[src/design/rtt_pkg.sv]
// Shared constants, codes and cell interface types for the retry timer table.
package rtt_pkg;

  localparam int TABLE_DEPTH = 16;
  localparam int SLOT_W      = (TABLE_DEPTH > 1) ? $clog2(TABLE_DEPTH) : 1;
  localparam int CNT_W       = $clog2(TABLE_DEPTH + 1);

  localparam int FUNC_W     = 2;
  localparam int TICK_W     = 16;
  localparam int TRY_W      = 8;
  localparam int OWNER_W    = 32;
  localparam int KSLOT_W    = 4;
  localparam int KIND_W     = 3;
  localparam int SLOT_OUT_W = 4;
  localparam int LIVE_OUT_W = 5;

  typedef enum logic [FUNC_W-1:0] {
    FUNC_ADD     = 2'd0,
    FUNC_KILL    = 2'd1,
    FUNC_ADVANCE = 2'd2,
    FUNC_NONE    = 2'd3
  } func_e;

  typedef enum logic [1:0] {
    ST_FREE = 2'd0,
    ST_LIVE = 2'd1,
    ST_DEAD = 2'd2
  } status_e;

  typedef enum logic [KIND_W-1:0] {
    EV_ADDED     = 3'd0,
    EV_FULL      = 3'd1,
    EV_RETRY     = 3'd2,
    EV_EXHAUSTED = 3'd3,
    EV_DONE      = 3'd4
  } kind_e;

  // Operation broadcast to every cell while an item is being worked on.
  typedef struct packed {
    func_e                op;
    logic [TICK_W-1:0]    ticks;
    logic [TRY_W-1:0]     tries;
    logic [OWNER_W-1:0]   owner;
    logic [TICK_W-1:0]    elapsed;
    logic [SLOT_W-1:0]    kill_idx;
  } cell_cmd_t;

  // Result offered by the cell that holds the token; all zero elsewhere.
  typedef struct packed {
    logic                 emit;
    logic                 last;
    logic                 live;
    logic [KIND_W-1:0]    kind;
    logic [SLOT_W-1:0]    slot;
    logic [OWNER_W-1:0]   owner;
  } cell_ev_t;

  typedef struct packed {
    logic                 tok;
    logic                 held;
    logic [OWNER_W-1:0]   owner;
  } cell_peek_t;

endpackage

[src/design/rtt_in_if.sv]
// Input channel of the retry timer table: valid, ready and one command.
interface rtt_in_if;
  logic                         valid;
  logic                         ready;
  logic [rtt_pkg::FUNC_W-1:0]   func;
  logic [rtt_pkg::TICK_W-1:0]   initial_ticks;
  logic [rtt_pkg::TRY_W-1:0]    try_budget;
  logic [rtt_pkg::OWNER_W-1:0]  owner_in;
  logic [rtt_pkg::KSLOT_W-1:0]  kill_slot;
  logic [rtt_pkg::TICK_W-1:0]   elapsed_ticks;

  modport source (
    output valid, func, initial_ticks, try_budget, owner_in, kill_slot, elapsed_ticks,
    input  ready
  );
  modport sink (
    input  valid, func, initial_ticks, try_budget, owner_in, kill_slot, elapsed_ticks,
    output ready
  );
endinterface

[src/design/rtt_out_if.sv]
// Output channel of the retry timer table: valid, ready and one event.
interface rtt_out_if;
  logic                            valid;
  logic                            ready;
  logic [rtt_pkg::KIND_W-1:0]      event_kind;
  logic [rtt_pkg::SLOT_OUT_W-1:0]  slot;
  logic [rtt_pkg::OWNER_W-1:0]     owner_out;
  logic [rtt_pkg::LIVE_OUT_W-1:0]  live_count;
  logic                            last;

  modport source (
    output valid, event_kind, slot, owner_out, live_count, last,
    input  ready
  );
  modport sink (
    input  valid, event_kind, slot, owner_out, live_count, last,
    output ready
  );
endinterface

[src/design/rtt_cell.sv]
// One timer slot: holds its state and passes the walk token to the next slot.
module rtt_cell (
  input  logic                       clk_i,
  input  logic                       rst_ni,
  input  logic [rtt_pkg::SLOT_W-1:0] idx_i,
  input  rtt_pkg::cell_cmd_t         cmd_i,
  input  logic                       shift_i,
  input  logic                       step_i,
  input  logic                       kill_i,
  input  logic                       tok_i,
  output logic                       tok_o,
  output rtt_pkg::cell_ev_t          ev_o,
  output rtt_pkg::cell_peek_t        peek_o
);
  import rtt_pkg::*;

  status_e              status_q;
  logic                 tok_q;
  logic [TICK_W-1:0]    ticks_q;
  logic [TRY_W-1:0]     tries_q;
  logic [OWNER_W-1:0]   owner_q;

  logic is_live, is_dead, is_free, expired, stop, update;

  assign is_live = (status_q == ST_LIVE);
  assign is_dead = (status_q == ST_DEAD);
  assign is_free = !is_live && !is_dead;
  assign expired = (ticks_q <= cmd_i.elapsed);

  // An add that lands here ends the walk, so the token goes no further.
  assign stop   = tok_q && (cmd_i.op == FUNC_ADD) && is_free;
  assign tok_o  = tok_q && !stop;
  assign update = step_i && tok_q;

  always_comb begin
    ev_o = '0;
    if (tok_q) begin
      unique case (cmd_i.op)
        FUNC_ADD: begin
          if (is_free) begin
            ev_o.emit  = 1'b1;
            ev_o.last  = 1'b1;
            ev_o.kind  = EV_ADDED;
            ev_o.slot  = idx_i;
            ev_o.owner = cmd_i.owner;
          end
        end
        FUNC_ADVANCE: begin
          if (is_live) begin
            ev_o.live = 1'b1;
            if (expired) begin
              ev_o.emit  = 1'b1;
              ev_o.kind  = (tries_q <= TRY_W'(1)) ? EV_EXHAUSTED : EV_RETRY;
              ev_o.slot  = idx_i;
              ev_o.owner = owner_q;
            end
          end
        end
        default: ev_o = '0;
      endcase
    end
  end

  assign peek_o.tok   = tok_q;
  assign peek_o.held  = !is_free;
  assign peek_o.owner = owner_q;

  always_ff @(posedge clk_i or negedge rst_ni) begin
    if (!rst_ni) begin
      status_q <= ST_FREE;
      tok_q    <= 1'b0;
    end else begin
      if (shift_i) begin
        tok_q <= tok_i;
      end
      if (update && (cmd_i.op == FUNC_ADD) && is_free) begin
        status_q <= ST_LIVE;
      end else if (update && (cmd_i.op == FUNC_ADVANCE) && is_dead) begin
        status_q <= ST_FREE;
      end else if (kill_i && (cmd_i.kill_idx == idx_i) && is_live) begin
        status_q <= ST_DEAD;
      end
    end
  end

  always_ff @(posedge clk_i) begin
    if (update && (cmd_i.op == FUNC_ADD) && is_free) begin
      ticks_q <= cmd_i.ticks;
      tries_q <= cmd_i.tries;
      owner_q <= cmd_i.owner;
    end else if (update && (cmd_i.op == FUNC_ADVANCE) && is_live) begin
      if (!expired) begin
        ticks_q <= ticks_q - cmd_i.elapsed;
      end else if (tries_q > TRY_W'(1)) begin
        tries_q <= tries_q - TRY_W'(1);
      end
    end
  end

endmodule

[src/design/retry_timer_table_top.sv]
// A kill is registered, then its answer is loaded into the output register once that is
// free. An add walks slots from the lowest up, one slot per cycle, and answers from the
// first free slot, or with a full event after the last. An advance walks every slot, one
// per cycle while each firing slot's event can enter the output register, and ends with
// a done event. One item at a time: the next beat is taken the cycle after the last result
// is loaded. Reset is asynchronous and frees all slots at once.
module retry_timer_table_top (
  input  logic       clk_i,
  input  logic       rst_ni,
  rtt_in_if.sink     in_i,
  rtt_out_if.source  out_o
);
  import rtt_pkg::*;

  logic                 busy_q, tail_q, out_valid_q;
  func_e                op_q;
  logic [CNT_W-1:0]     live_cnt_q;
  logic [TICK_W-1:0]    ticks_q, elapsed_q;
  logic [TRY_W-1:0]     tries_q;
  logic [OWNER_W-1:0]   owner_q;
  logic [KSLOT_W-1:0]   kslot_q;

  logic [KIND_W-1:0]     out_kind_q, out_kind_d;
  logic [SLOT_OUT_W-1:0] out_slot_q, out_slot_d;
  logic [OWNER_W-1:0]    out_owner_q, out_owner_d;
  logic [LIVE_OUT_W-1:0] out_live_q, out_live_d;
  logic                  out_last_q, out_last_d;

  logic                    accept, start, shift, step, kill_go, tail_go, out_free;
  logic                    out_load, tok_any, kill_in_range;
  logic [SLOT_W-1:0]       kill_idx;
  logic [OWNER_W-1:0]      kill_owner;
  logic [TABLE_DEPTH:0]    tok_chain;
  logic [TABLE_DEPTH-1:0]  tok_bits;
  cell_cmd_t               cmd;
  cell_ev_t                ev [TABLE_DEPTH];
  cell_peek_t              peek [TABLE_DEPTH];
  cell_ev_t                ev_any;
  cell_peek_t              peek_sel;

  assign in_i.ready = !busy_q;
  assign accept     = in_i.valid && !busy_q;
  assign start      = accept && ((func_e'(in_i.func) == FUNC_ADD) ||
                                 (func_e'(in_i.func) == FUNC_ADVANCE));
  assign out_free   = !out_valid_q || out_o.ready;

  assign kill_in_range = (32'(kslot_q) < TABLE_DEPTH);
  assign kill_idx      = SLOT_W'(kslot_q);

  assign cmd.op       = op_q;
  assign cmd.ticks    = ticks_q;
  assign cmd.tries    = tries_q;
  assign cmd.owner    = owner_q;
  assign cmd.elapsed  = elapsed_q;
  assign cmd.kill_idx = kill_idx;

  assign tok_chain[0] = start;

  for (genvar i = 0; i < TABLE_DEPTH; i++) begin : g_cell
    rtt_cell u_cell (
      .clk_i   (clk_i),
      .rst_ni  (rst_ni),
      .idx_i   (SLOT_W'(i)),
      .cmd_i   (cmd),
      .shift_i (shift),
      .step_i  (step),
      .kill_i  (kill_go && kill_in_range),
      .tok_i   (tok_chain[i]),
      .tok_o   (tok_chain[i+1]),
      .ev_o    (ev[i]),
      .peek_o  (peek[i])
    );
    assign tok_bits[i] = peek[i].tok;
  end

  // Only the token cell drives a non-zero result, so an OR gathers it.
  always_comb begin
    ev_any = '0;
    for (int i = 0; i < TABLE_DEPTH; i++) begin
      ev_any = ev_any | ev[i];
    end
  end

  assign tok_any  = |tok_bits;
  assign step     = busy_q && tok_any && (!ev_any.emit || out_free);
  assign shift    = step || start;
  assign kill_go  = busy_q && (op_q == FUNC_KILL) && out_free;
  assign tail_go  = tail_q && out_free;
  assign peek_sel = peek[kill_idx];

  assign kill_owner = (kill_in_range && peek_sel.held) ? peek_sel.owner : '0;

  always_comb begin
    out_load    = 1'b0;
    out_kind_d  = out_kind_q;
    out_slot_d  = out_slot_q;
    out_owner_d = out_owner_q;
    out_live_d  = out_live_q;
    out_last_d  = out_last_q;
    if (step && ev_any.emit) begin
      out_load    = 1'b1;
      out_kind_d  = ev_any.kind;
      out_slot_d  = SLOT_OUT_W'(ev_any.slot);
      out_owner_d = ev_any.owner;
      out_live_d  = '0;
      out_last_d  = ev_any.last;
    end else if (kill_go) begin
      out_load    = 1'b1;
      out_kind_d  = EV_DONE;
      out_slot_d  = kslot_q;
      out_owner_d = kill_owner;
      out_live_d  = '0;
      out_last_d  = 1'b1;
    end else if (tail_go) begin
      out_load    = 1'b1;
      out_kind_d  = (op_q == FUNC_ADD) ? EV_FULL : EV_DONE;
      out_slot_d  = '0;
      out_owner_d = '0;
      out_live_d  = (op_q == FUNC_ADVANCE) ? LIVE_OUT_W'(live_cnt_q) : '0;
      out_last_d  = 1'b1;
    end
  end

  always_ff @(posedge clk_i or negedge rst_ni) begin
    if (!rst_ni) begin
      busy_q      <= 1'b0;
      tail_q      <= 1'b0;
      out_valid_q <= 1'b0;
      op_q        <= FUNC_NONE;
      live_cnt_q  <= '0;
    end else begin
      if (out_load) begin
        out_valid_q <= 1'b1;
      end else if (out_o.ready) begin
        out_valid_q <= 1'b0;
      end
      if (accept) begin
        busy_q     <= (func_e'(in_i.func) != FUNC_NONE);
        op_q       <= func_e'(in_i.func);
        live_cnt_q <= '0;
      end
      if (step) begin
        live_cnt_q <= live_cnt_q + CNT_W'(ev_any.live);
        if (ev_any.emit && ev_any.last) begin
          busy_q <= 1'b0;
        end
        if (tok_chain[TABLE_DEPTH]) begin
          tail_q <= 1'b1;
        end
      end
      if (kill_go) begin
        busy_q <= 1'b0;
      end
      if (tail_go) begin
        tail_q <= 1'b0;
        busy_q <= 1'b0;
      end
    end
  end

  always_ff @(posedge clk_i) begin
    if (accept) begin
      ticks_q   <= in_i.initial_ticks;
      tries_q   <= in_i.try_budget;
      owner_q   <= in_i.owner_in;
      kslot_q   <= in_i.kill_slot;
      elapsed_q <= in_i.elapsed_ticks;
    end
    if (out_load) begin
      out_kind_q  <= out_kind_d;
      out_slot_q  <= out_slot_d;
      out_owner_q <= out_owner_d;
      out_live_q  <= out_live_d;
      out_last_q  <= out_last_d;
    end
  end

  assign out_o.valid      = out_valid_q;
  assign out_o.event_kind = out_kind_q;
  assign out_o.slot       = out_slot_q;
  assign out_o.owner_out  = out_owner_q;
  assign out_o.live_count = out_live_q;
  assign out_o.last       = out_last_q;

`ifndef SYNTHESIS
  a_one_token: assert property (@(posedge clk_i) disable iff (!rst_ni)
    $onehot0({tail_q, tok_bits}))
    else $error("more than one walk token in the cell chain");

  a_idle_no_token: assert property (@(posedge clk_i) disable iff (!rst_ni)
    !busy_q |-> (!tok_any && !tail_q))
    else $error("walk token present while the table is idle");

  a_live_bound: assert property (@(posedge clk_i) disable iff (!rst_ni)
    live_cnt_q <= CNT_W'(TABLE_DEPTH))
    else $error("live count exceeds the table depth");

  a_event_lands: assert property (@(posedge clk_i) disable iff (!rst_ni)
    (step && ev_any.emit) |=> out_valid_q)
    else $error("cell event was not placed in the output register");
`endif

endmodule

[src/flat_wrapper.sv]
// flat-port wrapper written by rule: the top's interface ports become plain ports
module retry_timer_table_top_flat import rtt_pkg::*;
  (clk_i, rst_ni, in_i_valid, in_i_func, in_i_initial_ticks, in_i_try_budget, in_i_owner_in, in_i_kill_slot, in_i_elapsed_ticks, in_i_ready, out_o_valid, out_o_event_kind, out_o_slot, out_o_owner_out, out_o_live_count, out_o_last, out_o_ready);
  rtt_in_if in_i_i ();
  rtt_out_if out_o_i ();
  input  logic clk_i;
  input  logic rst_ni;
  input wire logic [$bits(in_i_i.valid)-1:0] in_i_valid;
  input wire logic [$bits(in_i_i.func)-1:0] in_i_func;
  input wire logic [$bits(in_i_i.initial_ticks)-1:0] in_i_initial_ticks;
  input wire logic [$bits(in_i_i.try_budget)-1:0] in_i_try_budget;
  input wire logic [$bits(in_i_i.owner_in)-1:0] in_i_owner_in;
  input wire logic [$bits(in_i_i.kill_slot)-1:0] in_i_kill_slot;
  input wire logic [$bits(in_i_i.elapsed_ticks)-1:0] in_i_elapsed_ticks;
  output wire logic [$bits(in_i_i.ready)-1:0] in_i_ready;
  output wire logic [$bits(out_o_i.valid)-1:0] out_o_valid;
  output wire logic [$bits(out_o_i.event_kind)-1:0] out_o_event_kind;
  output wire logic [$bits(out_o_i.slot)-1:0] out_o_slot;
  output wire logic [$bits(out_o_i.owner_out)-1:0] out_o_owner_out;
  output wire logic [$bits(out_o_i.live_count)-1:0] out_o_live_count;
  output wire logic [$bits(out_o_i.last)-1:0] out_o_last;
  input wire logic [$bits(out_o_i.ready)-1:0] out_o_ready;
  assign in_i_i.valid = in_i_valid;
  assign in_i_i.func = in_i_func;
  assign in_i_i.initial_ticks = in_i_initial_ticks;
  assign in_i_i.try_budget = in_i_try_budget;
  assign in_i_i.owner_in = in_i_owner_in;
  assign in_i_i.kill_slot = in_i_kill_slot;
  assign in_i_i.elapsed_ticks = in_i_elapsed_ticks;
  assign in_i_ready = in_i_i.ready;
  assign out_o_valid = out_o_i.valid;
  assign out_o_event_kind = out_o_i.event_kind;
  assign out_o_slot = out_o_i.slot;
  assign out_o_owner_out = out_o_i.owner_out;
  assign out_o_live_count = out_o_i.live_count;
  assign out_o_last = out_o_i.last;
  assign out_o_i.ready = out_o_ready;
  retry_timer_table_top u_core (.clk_i(clk_i), .rst_ni(rst_ni), .in_i(in_i_i), .out_o(out_o_i));
endmodule
[config.mk]
export PLATFORM = sky130hd
export DESIGN_NAME = retry_timer_table_top_flat
export DESIGN_NICKNAME = d
export VERILOG_FILES = /design/src/design/rtt_pkg.sv /design/src/design/rtt_in_if.sv /design/src/design/rtt_out_if.sv /design/src/design/rtt_cell.sv /design/src/design/retry_timer_table_top.sv /design/src/flat_wrapper.sv
export SDC_FILE = /design/constraint.sdc
export NUM_CORES = 2
export LEC_CHECK = 0
export ABC_CLOCK_PERIOD_IN_PS = 18600
export BUFFER_PORTS_ARGS = -buffer_cell sky130_fd_sc_hd__buf_4
export CORE_AREA = 2 2 328 330
export CTS_CLUSTER_DIAMETER = 60
export DETAILED_ROUTE_END_ITERATION = 7
export DIE_AREA = 0 0 330 332
export MAX_ROUTING_LAYER = met4
export PLACE_DENSITY = 0.91
export SYNTH_ARGS = -nofsm -noshare
export SYNTH_HDL_FRONTEND = slang
export SYNTH_HIERARCHICAL = 1
export SYNTH_SLANG_ARGS = --single-unit
[constraint.sdc]
create_clock -name clk_i -period 18.6 [get_ports clk_i]
set_input_delay 1.86 -clock clk_i [delete_from_list [all_inputs] [get_ports clk_i]]
set_output_delay 1.86 -clock clk_i [all_outputs]
set_load 0.02 [all_outputs]
# Word-level counts from Yosys, hierarchy flattened
# Index checks and enable logic that the tools add are counted.
[op_classes] n_addsub=33 n_mul=0 div=0 n_lt_le_gt_ge=49 n_eq_ne=67 shift=0 mux=386 bitwise_logic=16 n_reduce_logical=380
[ops] operator="$pmux W39 S2" n=16
[ops] operator="$mux W16" n=48
[ops] operator="$mux W42" n=16
[ops] operator="$mux W40" n=16
[ops] operator="$or A42 B42 Y42" n=15
[ops] operator="$mux W38" n=16
[ops] operator="$mux W8" n=64
[ops] operator="$mux W36" n=8
[ops] operator="$le A16 B16 Y1" n=16
[ops] operator="$sub A16 B16 Y16" n=16
[ops] operator="$logic_and A1 B1 Y1" n=201
[ops] operator="$mux W32" n=5
[ops] operator="$mux W35" n=4
[ops] operator="$bmux W34 S4" n=1
[ops] operator="$gt A8 B1 Y1 const B" n=16
[ops] operator="$le A8 B1 Y1 const B" n=16
[ops] operator="$mux W2" n=64
[ops] operator="$sub A8 B1 Y8 const B" n=16
[ops] operator="$reduce_bool A2 Y1" n=52
[ops] operator="$mux W33" n=3
[ops] operator="$mux W1" n=96
[ops] operator="$mux W34" n=2
[ops] operator="$logic_not A1 Y1" n=67
[ops] operator="$reduce_bool A3 Y1" n=17
[ops] operator="22 further kinds" n=140
[totals] register_bits=1075 latchBits=0 ramBits=0 romBits=0 out_inout_bits=47 elab_cells=1026 mem_count=0

# Longest topological paths before layout
[logic_depth] ltp_word=29 ltp_mapped=20

# Modules after synthesis
# The synthesis kept the hierarchy.
[by_module_without_submodules] module="rtt_cell at u_core.g_cell[10].u_cell ..." instances=9 cells_per_inst=345 area_each_um2=3647.2 seq_area_each_um2=1756.7
[by_module_without_submodules] module="rtt_cell at u_core.g_cell[4].u_cell ..." instances=6 cells_per_inst=334 area_each_um2=3593.4 seq_area_each_um2=1756.7
[by_module_without_submodules] module="retry_timer_table_top" instances=1 cells_per_inst=694 area_each_um2=10367.4 seq_area_each_um2=3886.2
[by_module_without_submodules] module="rtt_cell at u_core.g_cell[0].u_cell" instances=1 cells_per_inst=332 area_each_um2=3582.2 seq_area_each_um2=1756.7

# Least setup slack after synthesis
# OpenSTA, ideal clock, no wires.
[synth_path] kind="reg-to-reg" from="register u_core.elapsed_q[1]" to="register u_core.g_cell[4].u_cell.owner_q[0] (enable)" t_arrival_ns=6.079 required_ns=18.191 slack_ns=12.112 stages_incl_launch_ff=16 synth_period_minus_slack_ns=6.488 path_cell_list="edfxtp_1 fa_1 nor2b_1 o31a_1 o221ai_2 nand2_2 a31oi_2 buf_6 or2_2 or4_4 o41ai_1 and2_1 buf_2 nand2_1 inv_2 clkbuf_1"
[synth_rtl] item="from (decl)" line="retry_timer_table_top.sv:18" rtl="logic [TICK_W-1:0] ticks_q, elapsed_q;"
[synth_rtl] item="from (signal assigned)" line="retry_timer_table_top.sv:167" rtl="elapsed_q <= in_i.elapsed_ticks;"
[synth_rtl] item="to (signal assigned)" line="rtt_cell.sv:90" rtl="owner_q <= cmd_i.owner;"
[synth_rtl] item="to (decl)" line="rtt_cell.sv:21" rtl="logic [OWNER_W-1:0] owner_q;"

==> out/metrics.csv <==
metric,value,unit
run_status,"complete, but fails checks",
violations,DRC,
io_pins,129,
post_cts_buffers,0,
syn_area,68300,um2
clock_latency,0.76,ns
slew_headroom,13.8,%
hold_slack,0.547,ns
pre_cts_ws,10.85,ns
vias,58118,
reg2reg_depth,20,
setup_viol,0,
synth-main-ff-cell,edfxtp_1,
cts_hold_buf,0,
crit_path_start,u_core/elapsed_q[0]$_DFFE_PP_,
startpoint_type,register,
coreArea,106000,um2
worstPathCellList,"buf_4, ha_1, fa_1, nor2b_1, o31a_1, o221ai_2, nand2_2, a31oi_4, buf_4, or2_2, or4_4, o41ai_1, and2_2, buf_4, buf_4, nand2_1, buf_4, inv_2, buf_4, a41o_1",
finalCritPeriodShare,43.7,%
path_class,reg -> reg,
synth_top_area_share,44.7,%
r2r-end,u_core/g_cell[5].u_cell/ticks_q[8]$_DFFE_PP_,
synth_seq_cells,1075,
tightest_slew,1.29,ns
htreeDepth,3,
cts_tree,built,
cap_violations,0,
first_pass_iters,8,
yosys.area.top_type,edfxtp_1,
die_h,332,um
grt_pass1_wl,342,mm
grt_pass1_vias,56936,
p_total,0.00733,W
drt_iter0_drc,10524,
portBuffers,128,
initial_core_util,64.3,%
ir_drop,0.108,mV
r2r_slack,10.48,ns
cts-root-buf,clkbuf_16,
avgSynthCellArea,11.1,um2
yosysWarnings,6,
via_per_inst,7.42,
fmax,123,MHz
fp.dieW,330,um
worst_ep_required_time,18.95,ns
synthArstFlopShare,5.40,%
globalplace.congestion,0.954,
groute.usage.overall,42.8,%
synth_common_cells,"1017 x edfxtp_1, 509 x a22o_1, 455 x inv_1",
synth.most_common_cell,edfxtp_1,
rsz0062_at_grt,false,
instances_no_fill,7832,
fin_crit,8.12,ns
overflow,0,
ys_types,97,
cts_sinks,1075,
clock_skew,0.0527,ns
multi_input_area,33500,um2
finalMaxSlewViolations,0,
dpl.cell_count,7601,
leakagePower,28.3,nW
antenna_left,0,
synth_edf_count,1017,
row_count,120,
antenna_found_initial,14,
hp-class,reg -> reg,
nFillCells,6866,
end_kind,register,
worst_slack,10.48,ns
power_density,97.7,nW/um2
grt_max_degree,77,
cpPeakStageDelay,0.79,ns
hold_viol_final,0,
syn_inst,6135,
numCtsBuffers,116,
crit_top_cell,buf_4,
slowest_stage,buf_4,
synth_area_leaders,"edfxtp_1 45%, a22o_1 6.5%, ha_1 5.9%, mux4_2 5.4%, a21oi_1 2.6%",
wire_per_inst,29.6,um
layout.nets,6736,
critPathMaxFanout,63,
cts_resized,0,
drc,80,
cp-endpoint,u_core/g_cell[5].u_cell/ticks_q[8]$_DFFE_PP_,
drive_above_1_share,13.2,%
fin_tns_setup,0,ns
hpwl,132,mm
arrival,8.47,ns
path_clk_slew,0.06,ns
timing.rr.start,u_core/elapsed_q[0]$_DFFE_PP_,
die_area,110000,um2
ys_seq_area_share,46.8,%
register_area,32000,um2
cts_buffer_depth,3,
areaGrowthSynthToFinish,9.73,%
routed_wl,232,mm
-- sequential cells by signal, indices dropped and copies added (netlist names) --
register / flops
u_core/tries_q: 8
u_core/out_o.slot: 4
u_core/out_o.live_count: 5
u_core/elapsed_q: 16
u_core/live_cnt_q: 5
u_core/g_cell.u_cell/status_q: 32
u_core/out_o.last: 1
u_core/ticks_q: 16
u_core/g_cell.u_cell/tries_q: 128
u_core/g_cell.u_cell/ticks_q: 256
u_core/owner_q: 32
u_core/g_cell.u_cell/tok_q: 16
u_core/g_cell.u_cell/owner_q: 512
u_core/out_o.valid: 1
u_core/tail_q: 1
u_core/out_o.owner_out: 32
u_core/busy_q: 1
u_core/out_o.event_kind: 3
u_core/op_q: 2
u_core/kill_idx: 4
-- how the worst min path moves through the flow --
stage | cells after the start | endpoint | from
2_1_floorplan | 1 | u_core/live_cnt_q[2]$_DFFE_PN0P_ | u_core/live_cnt_q[2]$_DFFE_PN0P_
3_3_place_gp | 1 | u_core/tail_q$_DFFE_PN0P_ | u_core/tail_q$_DFFE_PN0P_
3_5_place_dp | 1 | u_core/tail_q$_DFFE_PN0P_ | u_core/tail_q$_DFFE_PN0P_
4_1_cts | 1 | u_core/tail_q$_DFFE_PN0P_ | u_core/tail_q$_DFFE_PN0P_
5_1_grt | 2 | u_core/g_cell[7].u_cell/status_q[0]$_DFFE_PN0P_ | u_core/g_cell[7].u_cell/status_q[0]$_DFFE_PN0P_
6_report | 2 | u_core/g_cell[1].u_cell/status_q[0]$_DFFE_PN0P_ | u_core/g_cell[1].u_cell/status_q[0]$_DFFE_PN0P_
-- kinds of logic (layout without fill, tap and decap cells) --
family	count (synthesis)	count (layout)	synth area share, %
AOI/OAI and AO/OA	1766	1766	18.9
xor gates and xnor gates	317	317	4.06
adders and majority gates	338	338	6.36
buffers and inverters	808	946	5.25
DFF	1075	1075	46.8
muxes	218	218	6.21
other	18	174	0.0989
and+or+nand+nor	1595	1595	12.3
-- report_power, final --
group	internal, W	switching (W)
Clock	0.00139	0.00104
Sequential	0.00286	0.000145
Combinational	0.000675	0.00121
Total	0.00493	0.00240
-- through the flow --
| stage | instance area (um2) | utilization [%] |
|---|---|---|
| floorplan | 68900 | - |
| global placement | 71000 | 66.8 |
| global route | 75000 | 70.5 |
| detailed placement | 71000 | 66.8 |
| CTS | 74900 | 70.5 |
| finish | 75000 | 70.5 |
-- cell type report --
| cell class | instances | area share (%) |
|---|---|---|
| repair buffers | 263 | 2.63 |
| multi-input cells | 4390 | 44.7 |
| clock inverters | 56 | 0.998 |
| diodes | 18 | 0.0601 |
| flip-flops and latches | 1075 | 42.7 |
| inverters | 470 | 2.36 |
| well taps | 1403 | 2.34 |
| clock buffers | 157 | 4.23 |
-- layout by cell type, fill, tap and decap left out, types with 25 or more instances in the layout --
cell type,n
nor4_1,195
nor2_1,348
nor3_1,91
ha_1,322
or4_1,31
a21oi_1,360
conb_1,156
dfrtp_1,56
a21o_1,59
o21bai_1,28
inv_1,445
nand4_1,44
a31oi_1,44
mux2i_1,35
clkbuf_1,33
nor2b_1,59
xnor2_1,179
o21a_1,101
nor4b_1,25
nand2b_1,60
mux4_2,163
xor2_1,138
buf_4,263
o21ai_1,86
a211oi_1,43
and4_1,49
a22o_1,509
o32ai_2,30
nand3_1,95
o31a_1,32
edfxtp_1,1017
o211ai_1,40
o21ai_0,218
nand2_1,408
clkbuf_16,119
-- routing by layer --
layer	global-route usage (%)	wire (um)	vias to the layer above
met5	-	0	-
met4	32.4	23000	0
met3	14.8	37200	1800
met2	61.2	98900	5567
met1	49.6	73100	26980
li1	-	-	23771
-- worst max-delay path, delay by kind of cell (launching register included) --
| family | cells | cell delay (ns) |
|---|---|---|
| compound gates | 5 | 2.01 |
| fa+ha+maj | 2 | 0.70 |
| buf+inv | 7 | 2.81 |
| flops | 1 | 0.36 |
| simple gates | 6 | 1.72 |
Power figures use the tool's default switching activity.
